[src/hdl/ppr_pkg.sv]
// ----------------------------------------------------------------------------
// Piston position regulator package
// Field types, register indices, reset values and fixed arithmetic constants.
// ----------------------------------------------------------------------------
`timescale 1ns / 1ps
`default_nettype none

package ppr_pkg;

  // Field types
  typedef logic signed [15:0] delta_t;
  typedef logic signed [31:0] pos_t;
  typedef logic        [15:0] cmd_t;
  typedef logic        [11:0] batt_t;
  typedef logic        [7:0]  hold_t;
  typedef logic        [14:0] drive_t;
  typedef logic        [19:0] filt_t;

  // Configuration port
  localparam int CFG_IDX_W  = 3;
  localparam int CFG_DATA_W = 16;

  typedef enum logic [CFG_IDX_W-1:0] {
    CFG_GAIN_X100      = 3'd0,
    CFG_DEAD_BAND      = 3'd1,
    CFG_RAMP_STEP      = 3'd2,
    CFG_ENABLE_HOLD    = 3'd3,
    CFG_CMD_STOP       = 3'd4,
    CFG_CMD_UP_LIMIT   = 3'd5,
    CFG_CMD_DOWN_LIMIT = 3'd6,
    CFG_MIN_DRIVE      = 3'd7
  } cfg_idx_t;

  // Register reset values
  localparam logic [15:0] GAIN_RST      = 16'd30;
  localparam logic [15:0] DEAD_BAND_RST = 16'd50;
  localparam logic [15:0] RAMP_STEP_RST = 16'd250;
  localparam hold_t       HOLD_RST      = 8'd5;
  localparam cmd_t        CMD_STOP_RST  = 16'd32768;
  localparam cmd_t        CMD_UP_RST    = 16'd65535;
  localparam cmd_t        CMD_DOWN_RST  = 16'd0;
  localparam drive_t      MIN_DRIVE_RST = 15'd0;

  // Battery filter, Q12.8
  localparam int    BATT_THRESHOLD  = 2703;
  localparam int    FILTER_ALPHA_Q8 = 26;
  localparam int    FILTER_KEEP     = 256 - FILTER_ALPHA_Q8;
  localparam int    FILT_SUM_W      = 29;
  localparam filt_t BATT_LOW_LEVEL  = 20'(BATT_THRESHOLD * 256);

  // floor(p / 100) with saturation of the quotient to +/-65536
  localparam int PROD_W      = 49;
  localparam int DIV_IN_W    = 24;
  localparam int RECIP_SHIFT = 31;
  localparam int RECIP       = 21474837;       // ceil(2^31 / 100)
  localparam int QUOT_W      = PROD_W - RECIP_SHIFT;
  localparam int SAT_HI      = 6553600;        // 100 * 65536
  localparam int SAT_LO      = 6553500;        // 100 * 65535
  localparam int VAL_W       = 19;
  localparam int VAL_SAT     = 65536;

endpackage

`default_nettype wire

[src/hdl/ppr_in_if.sv]
// ----------------------------------------------------------------------------
// Piston position regulator input channel
// Valid/ready channel carrying one regulation tick.
// ----------------------------------------------------------------------------
`timescale 1ns / 1ps
`default_nettype none

interface ppr_in_if;
  import ppr_pkg::*;

  logic   valid;
  logic   ready;
  delta_t encoder_delta;
  pos_t   target_position;
  logic   regulate;
  cmd_t   manual_demand;
  logic   zero_position;
  logic   top_switch_hit;
  logic   bottom_switch_hit;
  batt_t  batt_sample;

  modport source (
    output valid, encoder_delta, target_position, regulate, manual_demand,
           zero_position, top_switch_hit, bottom_switch_hit, batt_sample,
    input  ready
  );

  modport sink (
    input  valid, encoder_delta, target_position, regulate, manual_demand,
           zero_position, top_switch_hit, bottom_switch_hit, batt_sample,
    output ready
  );

endinterface

`default_nettype wire

[src/hdl/ppr_out_if.sv]
// ----------------------------------------------------------------------------
// Piston position regulator result channel
// Valid/ready channel carrying one result per tick.
// ----------------------------------------------------------------------------
`timescale 1ns / 1ps
`default_nettype none

interface ppr_out_if;
  import ppr_pkg::*;

  logic  valid;
  logic  ready;
  cmd_t  motor_command;
  logic  drive_enable;
  pos_t  position_count;
  pos_t  track_error;
  logic  batt_low;
  batt_t batt_level;

  modport source (
    output valid, motor_command, drive_enable, position_count, track_error,
           batt_low, batt_level,
    input  ready
  );

  modport sink (
    input  valid, motor_command, drive_enable, position_count, track_error,
           batt_low, batt_level,
    output ready
  );

endinterface

`default_nettype wire

[src/hdl/piston_position_regulator.sv]
// ----------------------------------------------------------------------------
// Piston position regulator
// Each input transfer passes stages 1 to 5; the result is held in the stage 5 register.
// Throughput: one tick per cycle while the result side is ready; five pipeline
// stages, each advancing on its own so bubbles collapse and input is taken while a result waits.
// Reset (rst_n, synchronous): pipeline empty, registers and state to defaults.
// ----------------------------------------------------------------------------
`timescale 1ns / 1ps
`default_nettype none

module piston_position_regulator (
  input  wire logic                             clk,
  input  wire logic                             rst_n,
  ppr_in_if.sink                                in_ch,
  ppr_out_if.source                             out_ch,
  input  wire logic                             cfg_we,
  input  wire logic [ppr_pkg::CFG_IDX_W-1:0]    cfg_index,
  input  wire logic [ppr_pkg::CFG_DATA_W-1:0]   cfg_wdata
);
  import ppr_pkg::*;

  // Configuration
  logic [15:0] gain_r, dead_band_r, ramp_step_r;
  hold_t       enable_hold_r;
  cmd_t        cmd_stop_r, cmd_up_r, cmd_down_r;
  drive_t      min_drive_r;

  // Stage valids and flow control
  logic s1_v_r, s2_v_r, s3_v_r, s4_v_r, s5_v_r;
  logic rdy1, rdy2, rdy3, rdy4, rdy5;
  logic acc, ld2, ld3, ld4, ld5;

  // Stage 1: position, error, battery filter (these are the state)
  pos_t  position_acc_r, position_acc_nxt;
  pos_t  error_r, error_nxt;
  filt_t batt_filter_r, batt_filter_nxt;
  logic  s1_reg_r, s1_top_r, s1_bot_r;
  cmd_t  s1_man_r;

  // Stage 2: product and dead band test
  logic signed [PROD_W-1:0] s2_prod_r, s2_prod_nxt;
  logic                     s2_out_r, s2_out_nxt;
  pos_t                     s2_pos_r, s2_err_r;
  logic                     s2_low_r, s2_reg_r, s2_top_r, s2_bot_r;
  batt_t                    s2_lvl_r;
  cmd_t                     s2_man_r;
  logic [32:0]              err_ext, err_mag;

  // Stage 3: reciprocal product
  logic [PROD_W-1:0]   s3_qm_r, s3_qm_nxt;
  logic                s3_hi_r, s3_hi_nxt, s3_lo_r, s3_lo_nxt;
  logic [DIV_IN_W-1:0] div_in;
  logic                s3_out_r, s3_low_r, s3_reg_r, s3_top_r, s3_bot_r;
  pos_t                s3_pos_r, s3_err_r;
  batt_t               s3_lvl_r;
  cmd_t                s3_man_r;

  // Stage 4: demand
  cmd_t                    demand_r, demand_nxt;
  logic signed [VAL_W-1:0] val, v_up, v_dn, sp_up, sp_dn;
  logic signed [VAL_W-1:0] md_s, stop_s, up_s, down_s;
  logic                    s4_low_r, s4_top_r, s4_bot_r;
  pos_t                    s4_pos_r, s4_err_r;
  batt_t                   s4_lvl_r;

  // Stage 5: ramp, switch block, enable (result register)
  cmd_t  command_r, command_nxt;
  hold_t hold_r, hold_nxt;
  logic  enable_r, enable_nxt;
  logic  blk;
  cmd_t  gap;
  pos_t  s5_pos_r, s5_err_r;
  logic  s5_low_r;
  batt_t s5_lvl_r;

  // --------------------------------------------------------------------------
  always_ff @(posedge clk) begin
    if (!rst_n) begin
      gain_r        <= GAIN_RST;
      dead_band_r   <= DEAD_BAND_RST;
      ramp_step_r   <= RAMP_STEP_RST;
      enable_hold_r <= HOLD_RST;
      cmd_stop_r    <= CMD_STOP_RST;
      cmd_up_r      <= CMD_UP_RST;
      cmd_down_r    <= CMD_DOWN_RST;
      min_drive_r   <= MIN_DRIVE_RST;
    end else if (cfg_we) begin
      unique case (cfg_idx_t'(cfg_index))
        CFG_GAIN_X100:      gain_r        <= cfg_wdata;
        CFG_DEAD_BAND:      dead_band_r   <= cfg_wdata;
        CFG_RAMP_STEP:      ramp_step_r   <= cfg_wdata;
        CFG_ENABLE_HOLD:    enable_hold_r <= cfg_wdata[7:0];
        CFG_CMD_STOP:       cmd_stop_r    <= cfg_wdata;
        CFG_CMD_UP_LIMIT:   cmd_up_r      <= cfg_wdata;
        CFG_CMD_DOWN_LIMIT: cmd_down_r    <= cfg_wdata;
        CFG_MIN_DRIVE:      min_drive_r   <= cfg_wdata[14:0];
      endcase
    end
  end

  // --------------------------------------------------------------------------
  assign rdy5 = !s5_v_r || out_ch.ready;
  assign rdy4 = !s4_v_r || rdy5;
  assign rdy3 = !s3_v_r || rdy4;
  assign rdy2 = !s2_v_r || rdy3;
  assign rdy1 = !s1_v_r || rdy2;

  assign in_ch.ready = rdy1;
  assign acc = in_ch.valid && rdy1;
  assign ld2 = s1_v_r && rdy2;
  assign ld3 = s2_v_r && rdy3;
  assign ld4 = s3_v_r && rdy4;
  assign ld5 = s4_v_r && rdy5;

  always_ff @(posedge clk) begin
    if (!rst_n) begin
      s1_v_r <= 1'b0;
      s2_v_r <= 1'b0;
      s3_v_r <= 1'b0;
      s4_v_r <= 1'b0;
      s5_v_r <= 1'b0;
    end else begin
      if (rdy1) s1_v_r <= in_ch.valid;
      if (rdy2) s2_v_r <= s1_v_r;
      if (rdy3) s3_v_r <= s2_v_r;
      if (rdy4) s4_v_r <= s3_v_r;
      if (rdy5) s5_v_r <= s4_v_r;
    end
  end

  // --------------------------------------------------------------------------
  // Stage 1
  always_comb begin
    position_acc_nxt = (in_ch.zero_position ? 32'sd0 : position_acc_r)
                       + 32'(in_ch.encoder_delta);
    error_nxt        = in_ch.regulate
                       ? in_ch.target_position
                         - (in_ch.zero_position ? 32'sd0 : position_acc_r)
                         - 32'(in_ch.encoder_delta)
                       : error_r;
    batt_filter_nxt  = filt_t'((FILT_SUM_W'(batt_filter_r) * FILT_SUM_W'(FILTER_KEEP)
                       + FILT_SUM_W'(in_ch.batt_sample) * FILT_SUM_W'(FILTER_ALPHA_Q8 * 256))
                       >> 8);
  end

  always_ff @(posedge clk) begin
    if (!rst_n) begin
      position_acc_r <= '0;
      error_r        <= '0;
      batt_filter_r  <= BATT_LOW_LEVEL;
    end else if (acc) begin
      position_acc_r <= position_acc_nxt;
      error_r        <= error_nxt;
      batt_filter_r  <= batt_filter_nxt;
    end
  end

  always_ff @(posedge clk) begin
    if (acc) begin
      s1_reg_r <= in_ch.regulate;
      s1_man_r <= in_ch.manual_demand;
      s1_top_r <= in_ch.top_switch_hit;
      s1_bot_r <= in_ch.bottom_switch_hit;
    end
  end

  // --------------------------------------------------------------------------
  // Stage 2
  always_comb begin
    s2_prod_nxt = $signed(error_r) * $signed({1'b0, gain_r});
    err_ext     = {error_r[31], error_r};
    err_mag     = err_ext[32] ? (33'd0 - err_ext) : err_ext;
    s2_out_nxt  = err_mag > {17'd0, dead_band_r};
  end

  always_ff @(posedge clk) begin
    if (ld2) begin
      s2_prod_r <= s2_prod_nxt;
      s2_out_r  <= s2_out_nxt;
      s2_pos_r  <= position_acc_r;
      s2_err_r  <= error_r;
      s2_low_r  <= batt_filter_r < BATT_LOW_LEVEL;
      s2_lvl_r  <= batt_filter_r[19:8];
      s2_reg_r  <= s1_reg_r;
      s2_man_r  <= s1_man_r;
      s2_top_r  <= s1_top_r;
      s2_bot_r  <= s1_bot_r;
    end
  end

  // --------------------------------------------------------------------------
  // Stage 3: floor division by 100 through the offset, always non-negative
  always_comb begin
    s3_hi_nxt = s2_prod_r >= PROD_W'(SAT_HI);
    s3_lo_nxt = s2_prod_r < -PROD_W'(SAT_LO);
    div_in    = s2_prod_r[DIV_IN_W-1:0] + DIV_IN_W'(SAT_HI);
    s3_qm_nxt = PROD_W'(div_in) * PROD_W'(RECIP);
  end

  always_ff @(posedge clk) begin
    if (ld3) begin
      s3_qm_r  <= s3_qm_nxt;
      s3_hi_r  <= s3_hi_nxt;
      s3_lo_r  <= s3_lo_nxt;
      s3_out_r <= s2_out_r;
      s3_pos_r <= s2_pos_r;
      s3_err_r <= s2_err_r;
      s3_low_r <= s2_low_r;
      s3_lvl_r <= s2_lvl_r;
      s3_reg_r <= s2_reg_r;
      s3_man_r <= s2_man_r;
      s3_top_r <= s2_top_r;
      s3_bot_r <= s2_bot_r;
    end
  end

  // --------------------------------------------------------------------------
  // Stage 4
  always_comb begin
    md_s   = VAL_W'($signed({1'b0, min_drive_r}));
    stop_s = VAL_W'($signed({1'b0, cmd_stop_r}));
    up_s   = VAL_W'($signed({1'b0, cmd_up_r}));
    down_s = VAL_W'($signed({1'b0, cmd_down_r}));

    if (s3_hi_r)      val = VAL_W'(VAL_SAT);
    else if (s3_lo_r) val = -VAL_W'(VAL_SAT);
    else              val = $signed({1'b0, s3_qm_r[PROD_W-1:RECIP_SHIFT]}) - VAL_W'(VAL_SAT);

    v_up  = ((val > md_s) ? val : md_s) + stop_s;
    sp_up = (v_up < up_s) ? v_up : up_s;
    v_dn  = ((val < -md_s) ? val : -md_s) + stop_s;
    sp_dn = (v_dn > down_s) ? v_dn : down_s;

    if (!s3_reg_r)      demand_nxt = s3_man_r;
    else if (!s3_out_r) demand_nxt = cmd_stop_r;
    else if (!val[VAL_W-1]) demand_nxt = sp_up[15:0];
    else                demand_nxt = sp_dn[15:0];
  end

  always_ff @(posedge clk) begin
    if (!rst_n) begin
      demand_r <= CMD_STOP_RST;
    end else if (ld4) begin
      demand_r <= demand_nxt;
    end
  end

  always_ff @(posedge clk) begin
    if (ld4) begin
      s4_pos_r <= s3_pos_r;
      s4_err_r <= s3_err_r;
      s4_low_r <= s3_low_r;
      s4_lvl_r <= s3_lvl_r;
      s4_top_r <= s3_top_r;
      s4_bot_r <= s3_bot_r;
    end
  end

  // --------------------------------------------------------------------------
  // Stage 5
  always_comb begin
    blk = ((demand_r < cmd_stop_r) && s4_bot_r)
       || ((demand_r > cmd_stop_r) && s4_top_r);
    gap = (demand_r >= command_r) ? (demand_r - command_r)
                                  : (command_r - demand_r);
    if (blk)                   command_nxt = cmd_stop_r;
    else if (gap > ramp_step_r) command_nxt = (command_r < demand_r)
                                             ? (command_r + ramp_step_r)
                                             : (command_r - ramp_step_r);
    else                       command_nxt = demand_r;

    hold_nxt   = hold_r;
    enable_nxt = enable_r;
    if (command_nxt == cmd_stop_r) begin
      if (hold_r != '0) hold_nxt   = hold_r - 8'd1;
      else              enable_nxt = 1'b0;
    end else begin
      enable_nxt = 1'b1;
      hold_nxt   = enable_hold_r;
    end
  end

  always_ff @(posedge clk) begin
    if (!rst_n) begin
      command_r <= CMD_STOP_RST;
      hold_r    <= HOLD_RST;
      enable_r  <= 1'b0;
    end else if (ld5) begin
      command_r <= command_nxt;
      hold_r    <= hold_nxt;
      enable_r  <= enable_nxt;
    end
  end

  always_ff @(posedge clk) begin
    if (ld5) begin
      s5_pos_r <= s4_pos_r;
      s5_err_r <= s4_err_r;
      s5_low_r <= s4_low_r;
      s5_lvl_r <= s4_lvl_r;
    end
  end

  assign out_ch.valid          = s5_v_r;
  assign out_ch.motor_command  = command_r;
  assign out_ch.drive_enable   = enable_r;
  assign out_ch.position_count = s5_pos_r;
  assign out_ch.track_error    = s5_err_r;
  assign out_ch.batt_low       = s5_low_r;
  assign out_ch.batt_level     = s5_lvl_r;

  // --------------------------------------------------------------------------
  a_full_when_stalled : assert property (@(posedge clk) disable iff (!rst_n)
    !in_ch.ready |-> (s1_v_r && s2_v_r && s3_v_r && s4_v_r && s5_v_r))
    else $error("input stalled with a bubble in the pipeline");

  a_enable_drop_at_stop : assert property (@(posedge clk) disable iff (!rst_n)
    $fell(enable_r) |-> (command_r == cmd_stop_r))
    else $error("enable dropped away from stop");

  a_ramp_bound : assert property (@(posedge clk) disable iff (!rst_n)
    (ld5 && !blk) |=> (((command_r >= $past(command_r))
                        ? (command_r - $past(command_r))
                        : ($past(command_r) - command_r)) <= $past(ramp_step_r)))
    else $error("command moved by more than the ramp step");

endmodule

`default_nettype wire

[src/flat_wrapper.sv]
// flat-port wrapper written by rule: the top's interface ports become plain ports
module piston_position_regulator_flat import ppr_pkg::*;
  (clk, rst_n, cfg_we, cfg_index, cfg_wdata, in_ch_valid, in_ch_encoder_delta, in_ch_target_position, in_ch_regulate, in_ch_manual_demand, in_ch_zero_position, in_ch_top_switch_hit, in_ch_bottom_switch_hit, in_ch_batt_sample, in_ch_ready, out_ch_valid, out_ch_motor_command, out_ch_drive_enable, out_ch_position_count, out_ch_track_error, out_ch_batt_low, out_ch_batt_level, out_ch_ready);
  ppr_in_if in_ch_i ();
  ppr_out_if out_ch_i ();
  input  wire logic clk;
  input  wire logic rst_n;
  input  wire logic cfg_we;
  input  wire logic [ppr_pkg::CFG_IDX_W-1:0] cfg_index;
  input  wire logic [ppr_pkg::CFG_DATA_W-1:0] cfg_wdata;
  input wire logic [$bits(in_ch_i.valid)-1:0] in_ch_valid;
  input wire logic [$bits(in_ch_i.encoder_delta)-1:0] in_ch_encoder_delta;
  input wire logic [$bits(in_ch_i.target_position)-1:0] in_ch_target_position;
  input wire logic [$bits(in_ch_i.regulate)-1:0] in_ch_regulate;
  input wire logic [$bits(in_ch_i.manual_demand)-1:0] in_ch_manual_demand;
  input wire logic [$bits(in_ch_i.zero_position)-1:0] in_ch_zero_position;
  input wire logic [$bits(in_ch_i.top_switch_hit)-1:0] in_ch_top_switch_hit;
  input wire logic [$bits(in_ch_i.bottom_switch_hit)-1:0] in_ch_bottom_switch_hit;
  input wire logic [$bits(in_ch_i.batt_sample)-1:0] in_ch_batt_sample;
  output wire logic [$bits(in_ch_i.ready)-1:0] in_ch_ready;
  output wire logic [$bits(out_ch_i.valid)-1:0] out_ch_valid;
  output wire logic [$bits(out_ch_i.motor_command)-1:0] out_ch_motor_command;
  output wire logic [$bits(out_ch_i.drive_enable)-1:0] out_ch_drive_enable;
  output wire logic [$bits(out_ch_i.position_count)-1:0] out_ch_position_count;
  output wire logic [$bits(out_ch_i.track_error)-1:0] out_ch_track_error;
  output wire logic [$bits(out_ch_i.batt_low)-1:0] out_ch_batt_low;
  output wire logic [$bits(out_ch_i.batt_level)-1:0] out_ch_batt_level;
  input wire logic [$bits(out_ch_i.ready)-1:0] out_ch_ready;
  assign in_ch_i.valid = in_ch_valid;
  assign in_ch_i.encoder_delta = in_ch_encoder_delta;
  assign in_ch_i.target_position = in_ch_target_position;
  assign in_ch_i.regulate = in_ch_regulate;
  assign in_ch_i.manual_demand = in_ch_manual_demand;
  assign in_ch_i.zero_position = in_ch_zero_position;
  assign in_ch_i.top_switch_hit = in_ch_top_switch_hit;
  assign in_ch_i.bottom_switch_hit = in_ch_bottom_switch_hit;
  assign in_ch_i.batt_sample = in_ch_batt_sample;
  assign in_ch_ready = in_ch_i.ready;
  assign out_ch_valid = out_ch_i.valid;
  assign out_ch_motor_command = out_ch_i.motor_command;
  assign out_ch_drive_enable = out_ch_i.drive_enable;
  assign out_ch_position_count = out_ch_i.position_count;
  assign out_ch_track_error = out_ch_i.track_error;
  assign out_ch_batt_low = out_ch_i.batt_low;
  assign out_ch_batt_level = out_ch_i.batt_level;
  assign out_ch_i.ready = out_ch_ready;
  piston_position_regulator u_core (.clk(clk), .rst_n(rst_n), .in_ch(in_ch_i), .out_ch(out_ch_i), .cfg_we(cfg_we), .cfg_index(cfg_index), .cfg_wdata(cfg_wdata));
endmodule
[config.mk]
export PLATFORM = sky130hd
export DESIGN_NAME = piston_position_regulator_flat
export DESIGN_NICKNAME = d
export VERILOG_FILES = /design/src/hdl/ppr_pkg.sv /design/src/hdl/ppr_in_if.sv /design/src/hdl/ppr_out_if.sv /design/src/hdl/piston_position_regulator.sv /design/src/flat_wrapper.sv
export SDC_FILE = /design/constraint.sdc
export NUM_CORES = 2
export LEC_CHECK = 0
export CORE_ASPECT_RATIO = 1.4
export CORE_MARGIN = 2
export CORE_UTILIZATION = 45
export CTS_CLUSTER_SIZE = 8
export DETAILED_ROUTE_END_ITERATION = 8
export DONT_BUFFER_PORTS = 1
export GPL_TIMING_DRIVEN = 0
export PLACE_DENSITY = 0.6
export SYNTH_ARGS = -nofsm -noshare
export SYNTH_HDL_FRONTEND = slang
export SYNTH_SLANG_ARGS = --single-unit
[constraint.sdc]
create_clock -name clk -period 28.3 [get_ports clk]
set_clock_uncertainty 0.15 [all_clocks]
set_input_delay 2.83 -clock clk [delete_from_list [all_inputs] [get_ports clk]]
set_output_delay 2.83 -clock clk [all_outputs]
set_load 0.02 [all_outputs]
==> results.json <==
{
  "outcome": "completed",
  "cp-end-kind": "flop",
  "routedLengthMet1_mm": 81.94,
  "hold_path_startpoint": "u_core.s4_err_r[7]",
  "timing_worst_setup_path_type": "flop to flop",
  "period_needed_ns": 10.04,
  "die_height_um": 464.8,
  "worstMarginPinSlew_ns": 1.221,
  "timing.hold.worst_endpoint": "u_core.out_ch.track_error[7]",
  "starting_density_of_the_core": 0.4520,
  "worst_skew_pair.late_latency_ns": 0.74,
  "row_count": 169,
  "grt_max_degree": 37,
  "drv_cap": 0,
  "worstHoldPathCells": 0,
  "synth.most_common_cell": "sky130_fd_sc_hd__inv_1",
  "synth_seq_cells": 687,
  "met2RoutedLength_mm": 102.4,
  "drt-wirelength-per-cell_um": 22.72,
  "floorplan.die_area_um2": 154800,
  "grt.total_usage": 0.2743,
  "ctsResizeCount": 0,
  "critPathLaunchType": "flop",
  "num_vias": 50679,
  "crit_arrival_ns": 10.46,
  "netlist_top_cells_count": "sky130_fd_sc_hd__inv_1 (1,221), sky130_fd_sc_hd__nand2_1 (828), sky130_fd_sc_hd__ha_1 (789)",
  "ctsHtreeMaxLevel": 3,
  "final.period_utilization": 0.3548,
  "dr.max_layer_used": "met5",
  "r2r_start": "u_core.s3_qm_r[47]",
  "final_layout_net_count": 8825,
  "worstRegToRegCells": 37,
  "gr-total-overflow": 0,
  "ant_nets": 0,
  "cts-root-buf": "sky130_fd_sc_hd__clkbuf_16",
  "synth_sequential_area_ratio": 0.2658,
  "synthCells": 7029,
  "core_um2": 151000,
  "cts.sink_count": 687,
  "drt_pass1_iterations": 8,
  "max_stage_delay_ns": 0.77,
  "post_synthesis_mean_instance_area_um2": 9.708,
  "rsz_0062_raised_after_global_routing": "false",
  "routabilityCongestion": 0.9874,
  "design.portCount": 200,
  "tritoncts.num_buffers": 99,
  "detailed_place_hpwl_mm": 171.2,
  "first_iter_violations": 3609,
  "holdCritPathClass": "flop to flop",
  "cts_tree": "built",
  "timing_hold_violations_final": 0,
  "async_flop_share": 0,
  "yosys.cell_types.count": 90,
  "post-cts-setup-buffer-count": 0,
  "worstPathMaxFanout": 10,
  "cts_hold_repair.buffers": 0,
  "fp.dieW_um": 333.1,
  "cp_slowest_cell": "sky130_fd_sc_hd__buf_1",
  "yosys.area.top_type": "sky130_fd_sc_hd__fa_1",
  "drc": 0,
  "finalSetupViolations": 0,
  "yosys_warnings": 0,
  "grt_antenna_before_repair": 15,
  "worst_slew_margin_rel": 0.1859,
  "met3RoutedLength_mm": 13.69,
  "rr_endpoint": "u_core.demand_r[14]",
  "layout-area-overhead-vs-synth_pct": 8.570,
  "synth_top_cell_area_share": 0.2306,
  "synth_top_flop_cell": "sky130_fd_sc_hd__edfxtp_1",
  "grt_pass1_wl_mm": 321.3,
  "first_global_vias": 53392,
  "buffer_ports.inserted": 0,
  "routed_wl_mm": 208.9,
  "clk_path_buf_depth": 3,
  "synthTopCellsByArea": "sky130_fd_sc_hd__fa_1 (23%), sky130_fd_sc_hd__edfxtp_1 (19%), sky130_fd_sc_hd__ha_1 (14%), sky130_fd_sc_hd__dfxtp_1 (7.3%), sky130_fd_sc_hd__inv_1 (6.7%)",
  "timing.reg2reg.setup_slack_ns": 18.26,
  "netlist_area_um2": 68240,
  "fmax_mhz": 99.59,
  "synth-edff-count": 438,
  "slew_viol_final": 0,
  "clk_pin_slew_worst_paths_ns": 0.05,
  "fraction_of_layout_cells_with_a_size_suffix_above_1": 0.03185,
  "via_per_inst": 5.511,
  "crit_path_frequent_cell": "sky130_fd_sc_hd__ha_1",
  "finalSetupTns_ns": 0,
  "syn_nets": 8708,
  "required_ns": 28.72
}
-- placed cells by master, fill, tap and decap left out, types with 77 or more instances in the layout --
master,netlist,layout
sky130_fd_sc_hd__and2_1,224,224
sky130_fd_sc_hd__nand2_1,828,828
sky130_fd_sc_hd__o211ai_1,81,81
sky130_fd_sc_hd__nor2_1,260,260
sky130_fd_sc_hd__fa_1,786,786
sky130_fd_sc_hd__edfxtp_1,438,438
sky130_fd_sc_hd__a21o_1,88,88
sky130_fd_sc_hd__nand2b_1,77,77
sky130_fd_sc_hd__dfxtp_1,249,249
sky130_fd_sc_hd__ha_1,789,789
sky130_fd_sc_hd__clkbuf_16,0,99
sky130_fd_sc_hd__inv_1,1221,1220
sky130_fd_sc_hd__a21oi_1,387,387
sky130_fd_sc_hd__clkbuf_1,218,277
sky130_fd_sc_hd__o21ai_0,189,189
sky130_fd_sc_hd__nand3_1,97,97
sky130_fd_sc_hd__xnor2_1,205,205
-- routing by layer --
metal / vias to the layer above / track usage
li1: 23402 / -
met1: 25166 / 0.3320
met2: 1624 / 0.4770
met3: 479 / 0.04455
met4: 8 / 0.1260
met5: - / 0
-- registers in the layout (all words and copies together) (netlist names), 18 cells and up --
| name | cells |
|---|---|
| u_core.position_acc_r | 32 |
| u_core.s3_err_r | 32 |
| u_core.out_ch.track_error | 32 |
| u_core.s2_pos_r | 32 |
| u_core.s3_pos_r | 32 |
| u_core.batt_filter_r | 20 |
| u_core.error_r | 32 |
| u_core.out_ch.position_count | 32 |
| u_core.s4_pos_r | 32 |
| u_core.s3_qm_r | 18 |
| u_core.s4_err_r | 32 |
| u_core.s2_err_r | 32 |
| u_core.s2_prod_r | 49 |
-- worst max-delay path, delay by kind of cell, from the launching register on --
| kind | cells | cell delay [ns] |
|---|---|---|
| AOI/OAI and AO/OA | 19 | 4.22 |
| buffers and inverters | 7 | 2.59 |
| adders and majority gates | 4 | 1.20 |
| and+or+nand+nor | 6 | 1.07 |
| DFF | 1 | 0.43 |
| xor gates and xnor gates | 1 | 0.23 |
-- worst max-delay path by stage --
stage | startpoint | endpoint | slack (ns)
after global placement | out_ch_ready | u_core.s2_prod_r[48] | 6.51
after CTS | u_core.s3_qm_r[47] | u_core.demand_r[14] | 18.40
after global routing | u_core.s3_hi_r | u_core.demand_r[14] | 17.84
final | u_core.s3_qm_r[47] | u_core.demand_r[14] | 18.26
after detailed placement | u_core.s3_qm_r[47] | u_core.demand_r[14] | 18.45
after floorplan | out_ch_ready | u_core.s2_bot_r | 13.61
-- cell families (layout without fill, tap and decap cells) --
kind of cell             Yosys count  count (layout)  share of synthesized area
adder cells (fa/ha/maj)         1575            1575                     0.3752
AND/OR/NAND/NOR                 1817            1817                     0.1249
multiplexers                      65              65                    0.01014
other                              0               8                          0
flip-flops                       687             687                     0.2658
AO/OA/AOI/OAI                   1135            1135                     0.1072
buffers and inverters           1478            1671                    0.08161
XOR/XNOR                         272             272                    0.03511
-- stage by stage --
stage,instance area (µm²),worst slack (ns),utilization,instances,hold WS (ns)
2_1_floorplan,68240,13.61,-,7029,0.2503
3_3_place_gp,70700,6.506,0.4683,8995,0.2509
3_5_place_dp,71050,18.45,0.4706,9011,0.2545
4_1_cts,74070,18.40,0.4906,9188,0.2320
5_1_grt,74070,17.84,0.4906,9189,0.2460
6_report,74090,18.26,0.4907,9196,0.2273
-- cell type report --
type                            count  area, µm²
Tap cell                         1966       2460
Sequential cell                   687      18140
Antenna cell                        8      20.02
Multi-Input combinational cell   4864      44550
Fill cell                       14275      76890
Clock buffer                      166       2799
Clock inverter                     11      216.5
Inverter                         1225       4598
Buffer                            253      977.2
Timing Repair Buffer               16      327.8
Power is not shown: default switching activity piles up to over one toggle a cycle in this logic, so the estimate is an artifact.
